### src/rtl/core/cta_pkg.sv
// shared constants and types for the consumer table with aging
// no dependencies; used by consumer_table_with_aging
`default_nettype none

package cta_pkg;

	// table geometry
	localparam int CAPACITY      = 16;
	localparam int CHANNEL_BYTES = 256;

	// port widths fixed by the item formats
	localparam int TIME_W   = 64;
	localparam int WORD_W   = 32;
	localparam int LEN_W    = 16;
	localparam int MODE_W   = 2;
	localparam int STATUS_W = 3;
	localparam int SLOT_W   = 4;
	localparam int FREED_W  = 5;
	localparam int CFG_IDX_W  = 4;
	localparam int CFG_DATA_W = 64;

	// operation codes
	localparam logic [MODE_W-1:0] MODE_HELLO     = 2'd0;
	localparam logic [MODE_W-1:0] MODE_SWEEP     = 2'd1;
	localparam logic [MODE_W-1:0] MODE_AGGREGATE = 2'd2;

	// result status codes
	localparam logic [STATUS_W-1:0] ST_OK        = 3'd0;
	localparam logic [STATUS_W-1:0] ST_BAD_DESC  = 3'd1;
	localparam logic [STATUS_W-1:0] ST_BAD_CTRL  = 3'd2;
	localparam logic [STATUS_W-1:0] ST_FULL      = 3'd3;
	localparam logic [STATUS_W-1:0] ST_DESC_LONG = 3'd4;
	localparam logic [STATUS_W-1:0] ST_CTRL_LONG = 3'd5;

	// configuration register indexes
	localparam logic [CFG_IDX_W-1:0] REG_STALE_LIMIT   = 4'd0;
	localparam logic [CFG_IDX_W-1:0] REG_DEF_INTERVAL  = 4'd1;
	localparam logic [CFG_IDX_W-1:0] REG_DEF_BYTES     = 4'd2;
	localparam logic [CFG_IDX_W-1:0] REG_ABSENT_MARKER = 4'd3;

	// configuration reset values
	localparam logic [TIME_W-1:0] RST_STALE_LIMIT   = 64'd5000000000;
	localparam logic [WORD_W-1:0] RST_DEF_INTERVAL  = 32'd1000;
	localparam logic [WORD_W-1:0] RST_DEF_BYTES     = 32'd65536;
	localparam logic [WORD_W-1:0] RST_ABSENT_MARKER = 32'hFFFF_FFFF;

	// one table entry as held in the memory
	typedef struct packed {
		logic [WORD_W-1:0] client;
		logic [TIME_W-1:0] last_seen;
		logic              progress_ok;
		logic [WORD_W-1:0] interval;
		logic [WORD_W-1:0] bytes;
		logic [WORD_W-1:0] major;
	} entry_t;

endpackage

`default_nettype wire

### src/rtl/core/consumer_table_with_aging.sv
// consumer registry: valid bits in flops, entry payload in one synchronous memory
// depends on cta_pkg
//
// hello, sweep and aggregate each scan the table through the single memory read
// port, one entry per cycle. a hello with a bad channel request and the unused mode
// skip the scan and go straight to the finishing state.
// one item at a time; the next item is taken once the result sits in the output register.
// reset clears the valid bits and loads the register defaults; no clearing pass.
`default_nettype none

module consumer_table_with_aging #(
	parameter int CAPACITY = cta_pkg::CAPACITY
) (
	input  wire logic                              clk,
	input  wire logic                              arst_n,

	input  wire logic                              in_valid,
	output logic                                   in_ready,
	input  wire logic [cta_pkg::MODE_W-1:0]        mode,
	input  wire logic [cta_pkg::TIME_W-1:0]        now_time,
	input  wire logic [cta_pkg::WORD_W-1:0]        client_id,
	input  wire logic                              wants_progress,
	input  wire logic [cta_pkg::WORD_W-1:0]        interval_wish,
	input  wire logic [cta_pkg::WORD_W-1:0]        bytes_wish,
	input  wire logic [cta_pkg::WORD_W-1:0]        major_wish,
	input  wire logic [cta_pkg::LEN_W-1:0]         desc_chan_len,
	input  wire logic [cta_pkg::WORD_W-1:0]        desc_stream,
	input  wire logic [cta_pkg::LEN_W-1:0]         ctrl_chan_len,
	input  wire logic [cta_pkg::WORD_W-1:0]        ctrl_stream,

	output logic                                   out_valid,
	input  wire logic                              out_ready,
	output logic [cta_pkg::STATUS_W-1:0]           status,
	output logic [cta_pkg::SLOT_W-1:0]             slot,
	output logic                                   desc_requested,
	output logic                                   ctrl_requested,
	output logic [cta_pkg::FREED_W-1:0]            freed_count,
	output logic [cta_pkg::WORD_W-1:0]             agg_interval,
	output logic [cta_pkg::WORD_W-1:0]             agg_bytes,
	output logic [cta_pkg::WORD_W-1:0]             agg_major,

	input  wire logic                              cfg_valid,
	output logic                                   cfg_ready,
	input  wire logic [cta_pkg::CFG_IDX_W-1:0]     cfg_index,
	input  wire logic [cta_pkg::CFG_DATA_W-1:0]    cfg_data
);

	localparam int IW = (CAPACITY > 1) ? $clog2(CAPACITY) : 1;
	localparam int CW = $clog2(CAPACITY + 1);
	localparam int LW = cta_pkg::LEN_W + 1;

	typedef enum logic [2:0] {
		ST_IDLE = 3'b001,
		ST_SCAN = 3'b010,
		ST_FIN  = 3'b100
	} state_t;

	state_t state_q;

	// configuration registers
	logic [cta_pkg::TIME_W-1:0] stale_limit_q;
	logic [cta_pkg::WORD_W-1:0] def_interval_q;
	logic [cta_pkg::WORD_W-1:0] def_bytes_q;
	logic [cta_pkg::WORD_W-1:0] absent_q;

	// table storage
	logic [CAPACITY-1:0] valid_q;
	cta_pkg::entry_t     mem [CAPACITY];
	cta_pkg::entry_t     rd_entry_s1;
	cta_pkg::entry_t     wr_entry;

	// captured item
	logic [cta_pkg::MODE_W-1:0]   mode_q;
	logic [cta_pkg::TIME_W-1:0]   now_q;
	logic [cta_pkg::WORD_W-1:0]   id_q;
	logic                         want_q;
	logic [cta_pkg::WORD_W-1:0]   iv_wish_q;
	logic [cta_pkg::WORD_W-1:0]   by_wish_q;
	logic [cta_pkg::WORD_W-1:0]   mj_wish_q;
	logic                         dreq_q;
	logic                         creq_q;
	logic                         dlong_q;
	logic                         clong_q;
	logic                         bad_q;
	logic [cta_pkg::STATUS_W-1:0] bad_status_q;

	// scan control
	logic [CW-1:0] rd_cnt_q;
	logic          rd_en;
	logic [IW-1:0] rd_addr;
	logic          pv_s1;
	logic [IW-1:0] pidx_s1;
	logic          pvalid;

	// scan results
	logic          found_q;
	logic [IW-1:0] match_q;
	logic          free_found_q;
	logic [IW-1:0] free_q;
	logic [CW-1:0] freed_q;
	logic [cta_pkg::WORD_W-1:0] agg_iv_q, agg_by_q, agg_mj_q;
	logic          has_iv_q, has_by_q, has_mj_q;

	// finishing
	logic          load;
	logic          commit;
	logic [IW-1:0] hello_idx;
	logic          accept;
	logic          d_bad, c_bad;

	assign in_ready  = (state_q == ST_IDLE);
	assign accept    = in_valid && in_ready;
	assign cfg_ready = 1'b1;

	assign d_bad = (desc_chan_len != '0) != (desc_stream != '0);
	assign c_bad = (ctrl_chan_len != '0) != (ctrl_stream != '0);

	assign rd_en   = (state_q == ST_SCAN) && (rd_cnt_q != CW'(CAPACITY));
	assign rd_addr = rd_cnt_q[IW-1:0];
	assign pvalid  = valid_q[pidx_s1];

	assign load   = (state_q == ST_FIN) && (!out_valid || out_ready);
	assign hello_idx = found_q ? match_q : free_q;
	assign commit = load && (mode_q == cta_pkg::MODE_HELLO) && !bad_q
		&& (found_q || free_found_q);

	always_comb begin
		wr_entry.client      = id_q;
		wr_entry.last_seen   = now_q;
		wr_entry.progress_ok = want_q;
		wr_entry.interval    = iv_wish_q;
		wr_entry.bytes       = by_wish_q;
		wr_entry.major       = mj_wish_q;
	end

	// entry memory, one write and one registered read port
	always_ff @(posedge clk) begin
		if (commit) begin
			mem[hello_idx] <= wr_entry;
		end
		if (rd_en) begin
			rd_entry_s1 <= mem[rd_addr];
		end
	end

	// configuration
	always_ff @(posedge clk or negedge arst_n) begin
		if (!arst_n) begin
			stale_limit_q  <= cta_pkg::RST_STALE_LIMIT;
			def_interval_q <= cta_pkg::RST_DEF_INTERVAL;
			def_bytes_q    <= cta_pkg::RST_DEF_BYTES;
			absent_q       <= cta_pkg::RST_ABSENT_MARKER;
		end else if (cfg_valid && cfg_ready) begin
			case (cfg_index)
				cta_pkg::REG_STALE_LIMIT: begin
					stale_limit_q <= cfg_data;
				end
				cta_pkg::REG_DEF_INTERVAL: begin
					def_interval_q <= cfg_data[cta_pkg::WORD_W-1:0];
				end
				cta_pkg::REG_DEF_BYTES: begin
					def_bytes_q <= cfg_data[cta_pkg::WORD_W-1:0];
				end
				cta_pkg::REG_ABSENT_MARKER: begin
					absent_q <= cfg_data[cta_pkg::WORD_W-1:0];
				end
				default: begin
				end
			endcase
		end
	end

	// control: state, read counter, valid bits, output valid
	always_ff @(posedge clk or negedge arst_n) begin
		if (!arst_n) begin
			state_q   <= ST_IDLE;
			rd_cnt_q  <= '0;
			pv_s1     <= 1'b0;
			valid_q   <= '0;
			out_valid <= 1'b0;
		end else begin
			pv_s1 <= rd_en;
			if (rd_en) begin
				rd_cnt_q <= rd_cnt_q + 1'b1;
			end
			case (state_q)
				ST_IDLE: begin
					if (accept) begin
						rd_cnt_q <= '0;
						if ((mode == cta_pkg::MODE_SWEEP) || (mode == cta_pkg::MODE_AGGREGATE)
							|| ((mode == cta_pkg::MODE_HELLO) && !d_bad && !c_bad)) begin
							state_q <= ST_SCAN;
						end else begin
							state_q <= ST_FIN;
						end
					end
				end
				ST_SCAN: begin
					if (pv_s1 && (pidx_s1 == IW'(CAPACITY - 1))) begin
						state_q <= ST_FIN;
					end
				end
				ST_FIN: begin
					if (load) begin
						state_q <= ST_IDLE;
					end
				end
				default: begin
					state_q <= ST_IDLE;
				end
			endcase
			// stale entries drop out as the sweep passes them
			if ((state_q == ST_SCAN) && pv_s1 && (mode_q == cta_pkg::MODE_SWEEP) && pvalid
				&& ((now_q - rd_entry_s1.last_seen) > stale_limit_q)) begin
				valid_q[pidx_s1] <= 1'b0;
			end
			if (commit && !found_q) begin
				valid_q[hello_idx] <= 1'b1;
			end
			if (load) begin
				out_valid <= 1'b1;
			end else if (out_ready) begin
				out_valid <= 1'b0;
			end
		end
	end

	// payload: captured item, scan accumulators, result register
	always_ff @(posedge clk) begin
		if (rd_en) begin
			pidx_s1 <= rd_addr;
		end
		if (accept) begin
			mode_q    <= mode;
			now_q     <= now_time;
			id_q      <= client_id;
			want_q    <= wants_progress;
			iv_wish_q <= interval_wish;
			by_wish_q <= bytes_wish;
			mj_wish_q <= major_wish;
			dreq_q    <= (desc_chan_len != '0);
			creq_q    <= (ctrl_chan_len != '0);
			dlong_q   <= ({1'b0, desc_chan_len} >= LW'(cta_pkg::CHANNEL_BYTES));
			clong_q   <= ({1'b0, ctrl_chan_len} >= LW'(cta_pkg::CHANNEL_BYTES));
			bad_q     <= (mode == cta_pkg::MODE_HELLO) && (d_bad || c_bad);
			bad_status_q <= d_bad ? cta_pkg::ST_BAD_DESC : cta_pkg::ST_BAD_CTRL;
			found_q      <= 1'b0;
			free_found_q <= 1'b0;
			match_q      <= '0;
			free_q       <= '0;
			freed_q      <= '0;
			agg_iv_q     <= def_interval_q;
			agg_by_q     <= def_bytes_q;
			agg_mj_q     <= '0;
			has_iv_q     <= 1'b0;
			has_by_q     <= 1'b0;
			has_mj_q     <= 1'b0;
		end else if ((state_q == ST_SCAN) && pv_s1) begin
			case (mode_q)
				cta_pkg::MODE_HELLO: begin
					if (!found_q && pvalid && (rd_entry_s1.client == id_q)) begin
						found_q <= 1'b1;
						match_q <= pidx_s1;
					end
					if (!free_found_q && !pvalid) begin
						free_found_q <= 1'b1;
						free_q       <= pidx_s1;
					end
				end
				cta_pkg::MODE_SWEEP: begin
					if (pvalid && ((now_q - rd_entry_s1.last_seen) > stale_limit_q)) begin
						freed_q <= freed_q + 1'b1;
					end
				end
				cta_pkg::MODE_AGGREGATE: begin
					if (pvalid && rd_entry_s1.progress_ok) begin
						if ((rd_entry_s1.interval != absent_q)
							&& (!has_iv_q || (rd_entry_s1.interval < agg_iv_q))) begin
							agg_iv_q <= rd_entry_s1.interval;
						end
						if ((rd_entry_s1.bytes != absent_q)
							&& (!has_by_q || (rd_entry_s1.bytes < agg_by_q))) begin
							agg_by_q <= rd_entry_s1.bytes;
						end
						if ((rd_entry_s1.major != absent_q)
							&& (!has_mj_q || (rd_entry_s1.major < agg_mj_q))) begin
							agg_mj_q <= rd_entry_s1.major;
						end
						if (rd_entry_s1.interval != absent_q) has_iv_q <= 1'b1;
						if (rd_entry_s1.bytes != absent_q) has_by_q <= 1'b1;
						if (rd_entry_s1.major != absent_q) has_mj_q <= 1'b1;
					end
				end
				default: begin
				end
			endcase
		end

		if (load) begin
			status         <= cta_pkg::ST_OK;
			slot           <= '0;
			desc_requested <= 1'b0;
			ctrl_requested <= 1'b0;
			freed_count    <= '0;
			agg_interval   <= '0;
			agg_bytes      <= '0;
			agg_major      <= '0;
			case (mode_q)
				cta_pkg::MODE_HELLO: begin
					if (bad_q) begin
						status <= bad_status_q;
					end else begin
						desc_requested <= dreq_q;
						ctrl_requested <= creq_q;
						if (!found_q && !free_found_q) begin
							status <= cta_pkg::ST_FULL;
						end else begin
							slot <= cta_pkg::SLOT_W'(hello_idx);
							if (dlong_q) begin
								status <= cta_pkg::ST_DESC_LONG;
							end else if (clong_q) begin
								status <= cta_pkg::ST_CTRL_LONG;
							end
						end
					end
				end
				cta_pkg::MODE_SWEEP: begin
					freed_count <= cta_pkg::FREED_W'(freed_q);
				end
				cta_pkg::MODE_AGGREGATE: begin
					agg_interval <= agg_iv_q;
					agg_bytes    <= agg_by_q;
					agg_major    <= agg_mj_q;
				end
				default: begin
				end
			endcase
		end
	end

endmodule

`default_nettype wire
### config.mk
export PLATFORM = sky130hd
export DESIGN_NAME = consumer_table_with_aging
export DESIGN_NICKNAME = d
export VERILOG_FILES = /design/src/rtl/core/cta_pkg.sv /design/src/rtl/core/consumer_table_with_aging.sv
export SDC_FILE = /design/constraint.sdc
export NUM_CORES = 2
export LEC_CHECK = 0
export BUFFER_PORTS_ARGS = -buffer_cell sky130_fd_sc_hd__buf_4
export CELL_PAD_IN_SITES_DETAIL_PLACEMENT = 0
export CELL_PAD_IN_SITES_GLOBAL_PLACEMENT = 1
export CORE_MARGIN = 1
export CORE_UTILIZATION = 55
export DETAILED_ROUTE_END_ITERATION = 7
export PLACE_DENSITY_LB_ADDON = 0.1
export SKIP_LAST_GASP = 1
export SLEW_MARGIN = 30
export SYNTH_ARGS = -nofsm -noshare
export SYNTH_HDL_FRONTEND = slang
export SYNTH_SLANG_ARGS = --single-unit
### constraint.sdc
create_clock -name clk -period 14.51 [get_ports clk]
set_input_delay 0.7255 -clock clk [delete_from_list [all_inputs] [get_ports clk]]
set_output_delay 0.7255 -clock clk [all_outputs]
set_load 0.01 [all_outputs]
==> flow_metrics.tcl <==
set metrics [dict create \
    clk_latency_ns 0.96 \
    p_leak_nw 57.5 \
    synth_largest_area_cell "sky130_fd_sc_hd__edfxtp_1" \
    timing.fmax_mhz 152 \
    pwr-share-comb_pct 13.7 \
    multi_input_area_um2 35400 \
    max_slew_margin_vs_limit_pct 23.1 \
    criticalPathCategory "reg -> reg" \
    maxCapViolCount 0 \
    finalHoldViolations 0 \
    placementRows 193 \
    cpPeakStageDelay_ns 0.81 \
    worstMarginPinSlew_ns 1.15 \
    worst_clock_skew_ns 0.0445 \
    worstRegToRegCells 20 \
    post-route-period-util_pct 45.5 \
    run_status "finished, final reports clean" \
    die_area_um2 280000 \
    design.core.area_um2 276000 \
    clock_sinks 3897 \
    area.growth.synth_to_final_pct 15.2 \
    horizontal_die_dimension_um 529 \
    h-tree-depth 5 \
    cts_tree "built" \
    ys_seq_area_share_pct 75.6 \
    synth_ff_type "sky130_fd_sc_hd__edfxtp_1" \
    critical_path_required_ns 15.36 \
    critPathCaptureType "flip-flop" \
    place_hpwl_um 223000 \
    min-delay-start "bytes_wish[13]" \
    synth-edff-count 3661 \
    timing.final.setup_violations 0 \
    drt_first_iter_violations 8616 \
    placed_area_um2 162000 \
    holdPathStages 1 \
    layout-drive-gt1-share_pct 27.4 \
    synth_top_area_share_pct 71.9 \
    wire_length_of_the_first_global_routing_pass_um 555000 \
    dp_slack_ns 8.00 \
    syn-cell-area_um2 153000 \
    ctsResizeCount 0 \
    critPathMaxFanout 18 \
    cp_cell_sequence "ha_1 > nand2_1 > o21bai_1 > o211ai_1 > a211oi_1 > o311ai_2 > a21oi_2 > a41oi_2 > o21ai_0 > xnor2_1 > ha_1 > a21o_1 > a21o_1 > a21oi_1 > nor2_1 > a2111oi_0 > o2111ai_1 > a211oi_2 > nor2_2 > a41oi_1" \
    timing.setup.tns_ns 0 \
    timing.rr.end "valid_q[14]" \
    grt-ovfl-total 0 \
    worst_setup_slack_for_register_to_register_paths_ns 7.91 \
    nNetsFinal 8827 \
    route.detailed.wl_per_inst_um 31.7 \
    synth_fp_nets 7921 \
    cts_made_buffers 388 \
    r2r-start "now_q[26]" \
    layout.area.seq_um2 116000 \
    syn-mean-instance-area_um2 20.9 \
    ys_warn_count 0 \
    drv_slew 0 \
    vias 76600 \
    synthArstFlopShare_pct 4.77 \
    synth_seq_cells 3897 \
    synth_cell_types 79 \
    clk_root_buffer_cell "sky130_fd_sc_hd__clkbuf_16" \
    clkTransAtPathRegs_ns 0.06 \
    min_delay_worst_endpoint "by_wish_q[13]" \
    most_area_consuming_cells_after_synthesis "sky130_fd_sc_hd__edfxtp_1 (72%), sky130_fd_sc_hd__mux4_2 (14%), sky130_fd_sc_hd__dfrtp_1 (2.2%)" \
    hold_path_class "in -> reg" \
    grtUsageTotal_pct 27.9 \
    grt_setup_unrepaired "no" \
    place.gp.congestion 0.899 \
    p_int_mw 20.8 \
    syn-instance-count 7332 \
    peakVddDrop_mv 0.137 \
    clock_period_minus_final_worst_setup_slack_ns 6.60 \
    starting_density_pct 55.3 \
    netSwitchingPower_mw 7.13 \
    wl_um 389000 \
    vias_per_cell 6.24 \
    die_height_um 529 \
    power_density_nw_per_um2 158 \
    grt_antenna_before_repair 25 \
    drc_viols 0 \
    power_switching_share_pct 25.6 \
    post-synth-top-count-cell "sky130_fd_sc_hd__edfxtp_1" \
    drt_pass1_iterations 6 \
    top_level_ports 477 \
    maximum_number_of_pins_on_one_net_before_global_route_repair 145 \
    timing.critical_path.from_type "flip-flop" \
    sequentialPowerShare_pct 51.0 \
    final.setup.worst_slack_ns 7.91 \
    worstPathArrival_ns 7.44 \
    slowest_stage "sky130_fd_sc_hd__a211oi_1" \
    ys_top_cells_by_count "sky130_fd_sc_hd__edfxtp_1 (3,661), sky130_fd_sc_hd__mux4_2 (970), sky130_fd_sc_hd__nand2_1 (411)" \
    vias_in_the_first_global_route 76800 \
    clock_power_share_pct 35.3 \
    io_buffer_count 475 \
    final.fill_count 18800 \
    ant_nets 0 \
    finish.instance_area_um2 176000 \
    clock_tree.buffer_depth 4 \
]
==> logic make-up after synthesis <==
group,Yosys count,synth area share (%)
other,1,0.00245
DFF,3897,75.6
AOI/OAI and AO/OA,480,2.05
buffers and inverters,552,1.39
adders and majority gates,225,1.85
and+or+nand+nor,869,2.69
muxes,1116,15.3
xor gates and xnor gates,192,1.10
==> registers in the layout (all words and copies together), names as in the netlist, 64 cells and up <==
signal	cells
mem	3088
rd_entry_s1	193
now_q	64
stale_limit_q	64
==> worst max-delay path, delay by kind of cell, from the launching register on <==
| family | cells | cell delay (ns) |
|---|---|---|
| xor+xnor | 1 | 0.15 |
| simple gates | 3 | 0.57 |
| compound gates | 14 | 4.36 |
| flops | 1 | 0.62 |
| fa+ha+maj | 2 | 0.82 |
==> per-stage QoR <==
step / util [%] / total power [mW] / hold slack [ns] / std cells
floorplan: - / 16.8 / 0.423 / 7332
global placement: 58.3 / 18.1 / 0.455 / 11300
detailed placement: 58.5 / 18.2 / 0.464 / 11400
CTS: 63.7 / 28.1 / 0.00224 / 12300
global route: 63.8 / 28.9 / 0.0220 / 12300
finish: 63.8 / 27.9 / 0.0525 / 12300
==> power by group through the flow <==
stage	clock network (mW)	logic (mW)	registers [mW]
2_1_floorplan	0	2.66	14.1
3_3_place_gp	0	3.73	14.4
3_5_place_dp	0	3.78	14.5
4_1_cts	10.0	3.85	14.2
5_1_grt	10.4	4.15	14.3
6_report	9.84	3.83	14.2
==> area by class of cell <==
class                   count  share of cell area (%)
flip-flops and latches   3897                    65.6
multi-input cells        2883                    20.1
clock buffers             490                    5.93
repair buffers            820                    4.07
well taps                3705                    2.63
clock inverters           221                    1.12
inverters                 248                   0.532
diodes                     12                  0.0170
==> per-layer routing <==
metal,global-route usage (%),up-vias,wire (µm)
met5,0,-,60
met4,5.66,10,7330
met3,4.42,441,32700
met2,43.9,3367,186000
met1,41.9,41100,163000
li1,-,31800,-
==> worst max-delay path by stage <==
| stage | startpoint | end | slack [ns] | depth (start not counted) |
|---|---|---|---|---|
| floorplan | rd_cnt_q[0] | rd_cnt_q[2] | 2.61 | 10 |
| global placement | now_q[26] | valid_q[14] | 8.06 | 20 |
| detailed placement | now_q[26] | valid_q[14] | 8.00 | 20 |
| CTS | now_q[26] | valid_q[14] | 7.98 | 20 |
| global route | now_q[26] | valid_q[6] | 7.46 | 20 |
| finish | now_q[26] | valid_q[14] | 7.91 | 20 |
==> repair_timing <==
item                       CTS  global route
hold endpoints to repair   251             0
buffers inserted             0             0
setup endpoints to repair    0             0
hold buffers               198             0
==> cells in the final DEF (no fill, tap or decap), types with 22 or more instances in the layout <==
cell,count
sky130_fd_sc_hd__nand4_1,80
sky130_fd_sc_hd__dfxtp_1,50
sky130_fd_sc_hd__bufinv_16,28
sky130_fd_sc_hd__nor2_1,90
sky130_fd_sc_hd__nor4_1,35
sky130_fd_sc_hd__buf_4,579
sky130_fd_sc_hd__clkbuf_16,398
sky130_fd_sc_hd__nor2b_1,22
sky130_fd_sc_hd__dfrtp_1,131
sky130_fd_sc_hd__xnor2_1,171
sky130_fd_sc_hd__dlygate4sd3_1,198
sky130_fd_sc_hd__mux2i_1,48
sky130_fd_sc_hd__ha_1,224
sky130_fd_sc_hd__nand3_1,27
sky130_fd_sc_hd__and2_1,110
sky130_fd_sc_hd__clkinv_2,69
sky130_fd_sc_hd__inv_1,247
sky130_fd_sc_hd__clkbuf_1,77
sky130_fd_sc_hd__mux4_2,970
sky130_fd_sc_hd__nand2_1,410
sky130_fd_sc_hd__mux2_2,98
sky130_fd_sc_hd__a21oi_1,133
sky130_fd_sc_hd__o21ai_0,113
sky130_fd_sc_hd__clkinv_1,88
sky130_fd_sc_hd__a21o_1,100
sky130_fd_sc_hd__dfstp_2,51
sky130_fd_sc_hd__edfxtp_1,3661
Power figures use the tool's default switching activity.
